## src/hdl/block_bitmap_allocator_unit_macros.svh

```systemverilog
// assertion helpers used by the allocator controller (bba_ctrl)
`ifndef BLOCK_BITMAP_ALLOCATOR_UNIT_MACROS_SVH
`define BLOCK_BITMAP_ALLOCATOR_UNIT_MACROS_SVH

// same-cycle implication, checked out of reset
`define BBA_ASSERT_NOW(lbl, ante, cons, msg) \
    lbl: assert property (@(posedge aclk) disable iff (!aresetn) (ante) |-> (cons)) \
        else $error(msg);

// next-cycle implication, checked out of reset
`define BBA_ASSERT_NEXT(lbl, ante, cons, msg) \
    lbl: assert property (@(posedge aclk) disable iff (!aresetn) (ante) |=> (cons)) \
        else $error(msg);

`endif

```

## src/hdl/bba_pkg.sv

```systemverilog
`default_nettype none

package bba_pkg;

    localparam int BLOCK_W   = 15;
    localparam int CFG_W     = 4;
    localparam int DIRTY_W   = 3;
    localparam int OP_W      = 2;
    localparam int WORD_BITS = 64;
    localparam int BIT_IDX_W = 6;

    localparam int MAX_MAP_SECTORS_DEF = 8;
    localparam int SECTOR_BYTES_DEF    = 512;
    localparam int MAP_WORDS_DEF       = MAX_MAP_SECTORS_DEF * SECTOR_BYTES_DEF / 8;
    localparam int CFG_RESET           = 8;

    localparam logic [OP_W-1:0] OP_TEST    = 2'd0;
    localparam logic [OP_W-1:0] OP_FIND    = 2'd1;
    localparam logic [OP_W-1:0] OP_MARK    = 2'd2;
    localparam logic [OP_W-1:0] OP_RELEASE = 2'd3;

    typedef struct packed {
        logic [OP_W-1:0]    op;
        logic [BLOCK_W-1:0] block;
    } bba_in_t;

    typedef struct packed {
        logic               is_free;
        logic               found;
        logic [BLOCK_W-1:0] found_block;
        logic [DIRTY_W-1:0] dirty_sector;
        logic               out_of_range;
    } bba_out_t;

    typedef struct packed {
        logic clr_en;
        logic load;
        logic rd;
        logic exec;
        logic scan_start;
        logic scan;
        logic out_load;
    } bba_cmd_t;

    typedef struct packed {
        logic clr_last;
        logic is_find;
        logic hit;
        logic miss;
    } bba_sts_t;

endpackage

`default_nettype wire

```

## src/hdl/bba_ctrl.sv

```systemverilog
`default_nettype none
`include "block_bitmap_allocator_unit_macros.svh"

module bba_ctrl
    import bba_pkg::*;
(
    input  wire logic     aclk,
    input  wire logic     aresetn,
    input  wire logic     s_valid,
    output logic          s_ready,
    output logic          m_valid,
    input  wire logic     m_ready,
    input  wire bba_sts_t sts,
    output bba_cmd_t      cmd
);

    localparam logic [2:0] S_CLEAR = 3'd0;
    localparam logic [2:0] S_IDLE  = 3'd1;
    localparam logic [2:0] S_RD    = 3'd2;
    localparam logic [2:0] S_EXEC  = 3'd3;
    localparam logic [2:0] S_SCAN  = 3'd4;
    localparam logic [2:0] S_DONE  = 3'd5;

    logic [2:0] state_reg, state_next;
    logic       m_valid_reg, m_valid_next;

    always_comb begin
        state_next = state_reg;
        cmd        = '0;
        s_ready    = 1'b0;
        unique case (state_reg)
            S_CLEAR: begin
                cmd.clr_en = 1'b1;
                if (sts.clr_last) begin
                    state_next = S_IDLE;
                end
            end
            S_IDLE: begin
                s_ready = 1'b1;
                if (s_valid) begin
                    cmd.load   = 1'b1;
                    state_next = S_RD;
                end
            end
            S_RD: begin
                if (sts.is_find) begin
                    cmd.scan_start = 1'b1;
                    state_next     = S_SCAN;
                end else begin
                    cmd.rd     = 1'b1;
                    state_next = S_EXEC;
                end
            end
            S_EXEC: begin
                cmd.exec   = 1'b1;
                state_next = S_DONE;
            end
            S_SCAN: begin
                cmd.scan = 1'b1;
                if (sts.hit || sts.miss) begin
                    state_next = S_DONE;
                end
            end
            S_DONE: begin
                // result register waits for the output slot to free up
                if (!m_valid_reg || m_ready) begin
                    cmd.out_load = 1'b1;
                    state_next   = S_IDLE;
                end
            end
            default: begin
                state_next = S_CLEAR;
            end
        endcase
    end

    always_comb begin
        m_valid_next = m_valid_reg;
        if (cmd.out_load) begin
            m_valid_next = 1'b1;
        end else if (m_ready) begin
            m_valid_next = 1'b0;
        end
    end

    always_ff @(posedge aclk) begin
        if (!aresetn) begin
            state_reg   <= S_CLEAR;
            m_valid_reg <= 1'b0;
        end else begin
            state_reg   <= state_next;
            m_valid_reg <= m_valid_next;
        end
    end

    assign m_valid = m_valid_reg;

    `BBA_ASSERT_NEXT(a_one_word_in_flight, s_valid && s_ready, !s_ready, "second word accepted while busy")
    `BBA_ASSERT_NEXT(a_scan_hit_ends, (state_reg == S_SCAN) && sts.hit, state_reg == S_DONE, "scan did not stop on hit")
    `BBA_ASSERT_NOW(a_result_from_done, $rose(m_valid_reg), $past(state_reg) == S_DONE, "result word raised outside done")

endmodule

`default_nettype wire

```

## config.mk

```make
export PLATFORM = sky130hd
export DESIGN_NAME = bba_ctrl
export DESIGN_NICKNAME = d
export VERILOG_FILES = /design/src/hdl/bba_pkg.sv /design/src/hdl/bba_ctrl.sv
export VERILOG_INCLUDE_DIRS = /design/src /design/src/hdl
export SDC_FILE = /design/constraint.sdc
export NUM_CORES = 1
export LEC_CHECK = 0
export BUFFER_PORTS_ARGS = -buffer_cell sky130_fd_sc_hd__buf_2
export CORE_AREA = 2 2 39 41
export DETAILED_ROUTE_END_ITERATION = 12
export DIE_AREA = 0 0 41 43
export SKIP_LAST_GASP = 1
export SYNTH_ARGS = -nofsm -noshare
export SYNTH_HDL_FRONTEND = slang
export SYNTH_SLANG_ARGS = --single-unit
export TNS_END_PERCENT = 1
```

## constraint.sdc

```tcl
create_clock -name aclk -period 1.4 [get_ports aclk]
set_input_delay 0.35 -clock aclk [delete_from_list [all_inputs] [get_ports aclk]]
set_output_delay 0.35 -clock aclk [all_outputs]
set_load 0.03 [all_outputs]
```

==> impl_metrics.csv <==
group,metric,value,unit
worst_setup_path,critical_path.max_fanout,7,
cts,cts_hold_buffers,0,
grt,grt_pass1_vias,324,
cts,clkLatencyLatePin,0.23,ns
logic_synthesis,yosysSeqAreaShare,0.261,
finish,fillerInstances,161,
pwr,irDropWorstVdd,0.000776,V
worst_setup_path,worst_path_largest_cell_delay,0.34,ns
worst_setup_path,rr_worst_depth,4,
finish,largest_reg_flops,3,
grt,gr-total-overflow,0,
sta,postLayoutSetupSlackWorst,-0.105,ns
pwr,power_per_cell_area,2120,nW/µm²
floorplan,chipWidth,41,µm
floorplan,floorplan.die_area,1760,µm²
worst_setup_path,crit_chain,"buf_4 -> nor3_4 -> and2_4 -> buf_6",
worst_setup_path,type_of_the_worst_setup_path,"flop to output pin",
worst_setup_path,cp.buffers_inverters,2,
placed_design,hpwl,666,µm
logic_synthesis,syn_avg_cell_area,8.07,µm²
worst_setup_path,worstPathRequired,1.05,ns
worst_setup_path,timing.rr.end,"state_reg[2]",
worst_setup_path,critPathLaunchType,"flop",
cts,cts_tree,"built",
detailed_routing,post_drt_antenna_nets,0,
cts,cts_post_setup_buffers_inserted,0,
grt,grt_max_degree,9,
finish,ff_latch_area,86.3,µm²
logic_synthesis,post_synth_num_cell_types,23,
finish,diodes,0,
worst_setup_path,regToRegStartpoint,"state_reg[2]",
finish,multi_input_comb_area,218,µm²
logic_synthesis,postSynthNetCount,46,
cts,ctsRootBufferMaster,"clkbuf_4",
logic_synthesis,ys.warnings.count,0,
hold_path,worstHoldPathCells,2,
hold_path,timing.hold.worst.start,"aresetn",
cts,cts-root-to-sink-buffers,2,
cts,cts.sink_count,4,
sta,setup_repair_after_global_routing_missed_its_margin,"true",
grt,globalRouteTotalUtil,0.108,
hold_path,min_delay_worst_endpoint,"state_reg[2]",
sta,hold_violations,0,
floorplan,floorplan.rows,14,
detailed_routing,detailedRoute.firstPassIterationCount,4,
cts,clock_tree.htree_level_count,1,
worst_setup_path,r2r_slack,0.02,ns
detailed_routing,drt-total-wl,784,µm
detailed_routing,drt-vias-per-instance,4.70,
sta,finClkSkew,0.000433,ns
job,max-cap-violations,0,
status,failed_checks,"negative setup slack",
pwr,leakagePower,0.245,nW
placed_design,gp_congestion,0.748,
worst_setup_path,timing.critical_path.max_delay_family,"flip-flops",
placed_design,port-buffer-count,16,
sta,slew_worst_pin,0.309,ns
logic_synthesis,synthesis.instances,38,
status,status,"finished with violations",
detailed_routing,detail_route.drc_violations,0,
cts,cts_buffers,3,
detailed_routing,num_vias,362,
sta,post_layout_minimum_cycle_time,1.51,ns
detailed_routing,routed_wire_per_std_cell,10.2,µm
floorplan,io_pins,17,
floorplan,initial_core_util,0.222,
finish,most_common_cell_after_layout_fill_and_taps_aside,"buf_2",
finish,nNetsFinal,71,
hold_path,worstHoldPathType,"input port to flop",
sta,final.setup.tns,-0.456,ns
worst_setup_path,crit_path_top_delay_cell,"dfxtp_2",
placed_design,place_worst_setup_slack,-0.0162,ns
sta,slew_violations,0,
worst_setup_path,worst_ep_arrival_time,1.16,ns
grt,antenna_found_initial,0,
finish,layout-area-overhead-vs-synth,64.1,%
worst_setup_path,worst_setup_path_end_kind,"output pin",
logic_synthesis,synthesis.area,307,µm²
detailed_routing,drtIter0Drc,9,
finish,layout.cells.most_common_list,"14 x buf_2, 9 x buf_4, 3 x nor2_1, 3 x clkbuf_4",
floorplan,fp.dieH,43,µm
sta,setup_viol,8,
grt,grt_first_pass_wirelength,1230,µm
floorplan,fp.coreArea,1380,µm²
finish,drive_gt1_frac,0.590,
sta,max_slew_margin,0.794,
cts,clkSlewWorstSetupHoldPaths,0.03,ns
sta,timing.final.crit_share,1.08,
logic_synthesis,ys_seq_elements,4,
sta,maxClockFrequency,664,MHz
## layout make-up
class | count | share of cell area
Timing Repair Buffer | 24 | 0.296
Multi-Input combinational cell | 28 | 0.433
Clock buffer | 3 | 0.0448
Inverter | 2 | 0.0149
Sequential cell | 4 | 0.172
Tap cell | 16 | 0.0398
## power breakdown
group / switching (mW) / leakage, nW / internal, mW
Combinational: 0.372 / 0.197 / 0.337
Clock: 0.0418 / 0.0138 / 0.0955
Sequential: 0.0591 / 0.0342 / 0.162
## worst max-delay path by stage
stage | start | end | slack, ns | depth (start not counted)
after global placement | sts[0] | state_reg[2] | -0.02 | 4
after CTS | state_reg[0] | cmd[5] | -0.12 | 4
after global routing | state_reg[0] | cmd[5] | -0.18 | 4
final | state_reg[2] | cmd[5] | -0.11 | 4
after floorplan | state_reg[2] | cmd[4] | -0.27 | 3
after detailed placement | sts[0] | state_reg[2] | -0.02 | 4
## metal layers
layer,vias to the layer above,wire length (µm),track usage
li1,187,-,-
met1,166,346,0.119
met2,9,404,0.147
met3,0,33,0.0628
met4,0,0,0.0800
met5,-,0,0
## metrics by stage
step	hold slack [ns]	std cells	power (mW)	instance area (µm²)	utilization
3_5_place_dp	0.510	74	0.904	460	0.333
2_1_floorplan	0.481	38	0.660	323	-
4_1_cts	0.349	77	1.08	498	0.360
5_1_grt	0.343	77	1.16	503	0.363
3_3_place_gp	0.492	74	0.898	460	0.333
6_report	0.358	77	1.07	503	0.363
## Yosys cell counts, drive strengths merged
cell type,instances,area (µm²)
buf,4,22.5
dfxtp,4,80.1
nor2,3,11.3
nor2b,3,18.8
nor3,3,15.0
a2111o,2,22.5
a21oi,2,10.0
inv,2,7.51
nand2b,2,12.5
o21a,2,16.3
a221oi,1,15.0
and2,1,6.26
and3,1,6.26
nand2,1,3.75
nand3b,1,7.51
nor3b,1,7.51
nor4,1,6.26
o21ba,1,10.0
o311a,1,10.0
o41ai,1,8.76
or3b,1,8.76
## timing repair
action                     in CTS  in global routing
gates resized for setup         7                  2
hold endpoints to repair        0                  0
setup endpoints to repair       9                  9
pin swaps                       1                  0
## cell families after synthesis
group	Yosys count	synth area share
buf+inv	6	0.0980
flops	4	0.261
compound gates	10	0.302
simple gates	18	0.339
Note: power is estimated with default switching activity, not from simulation.
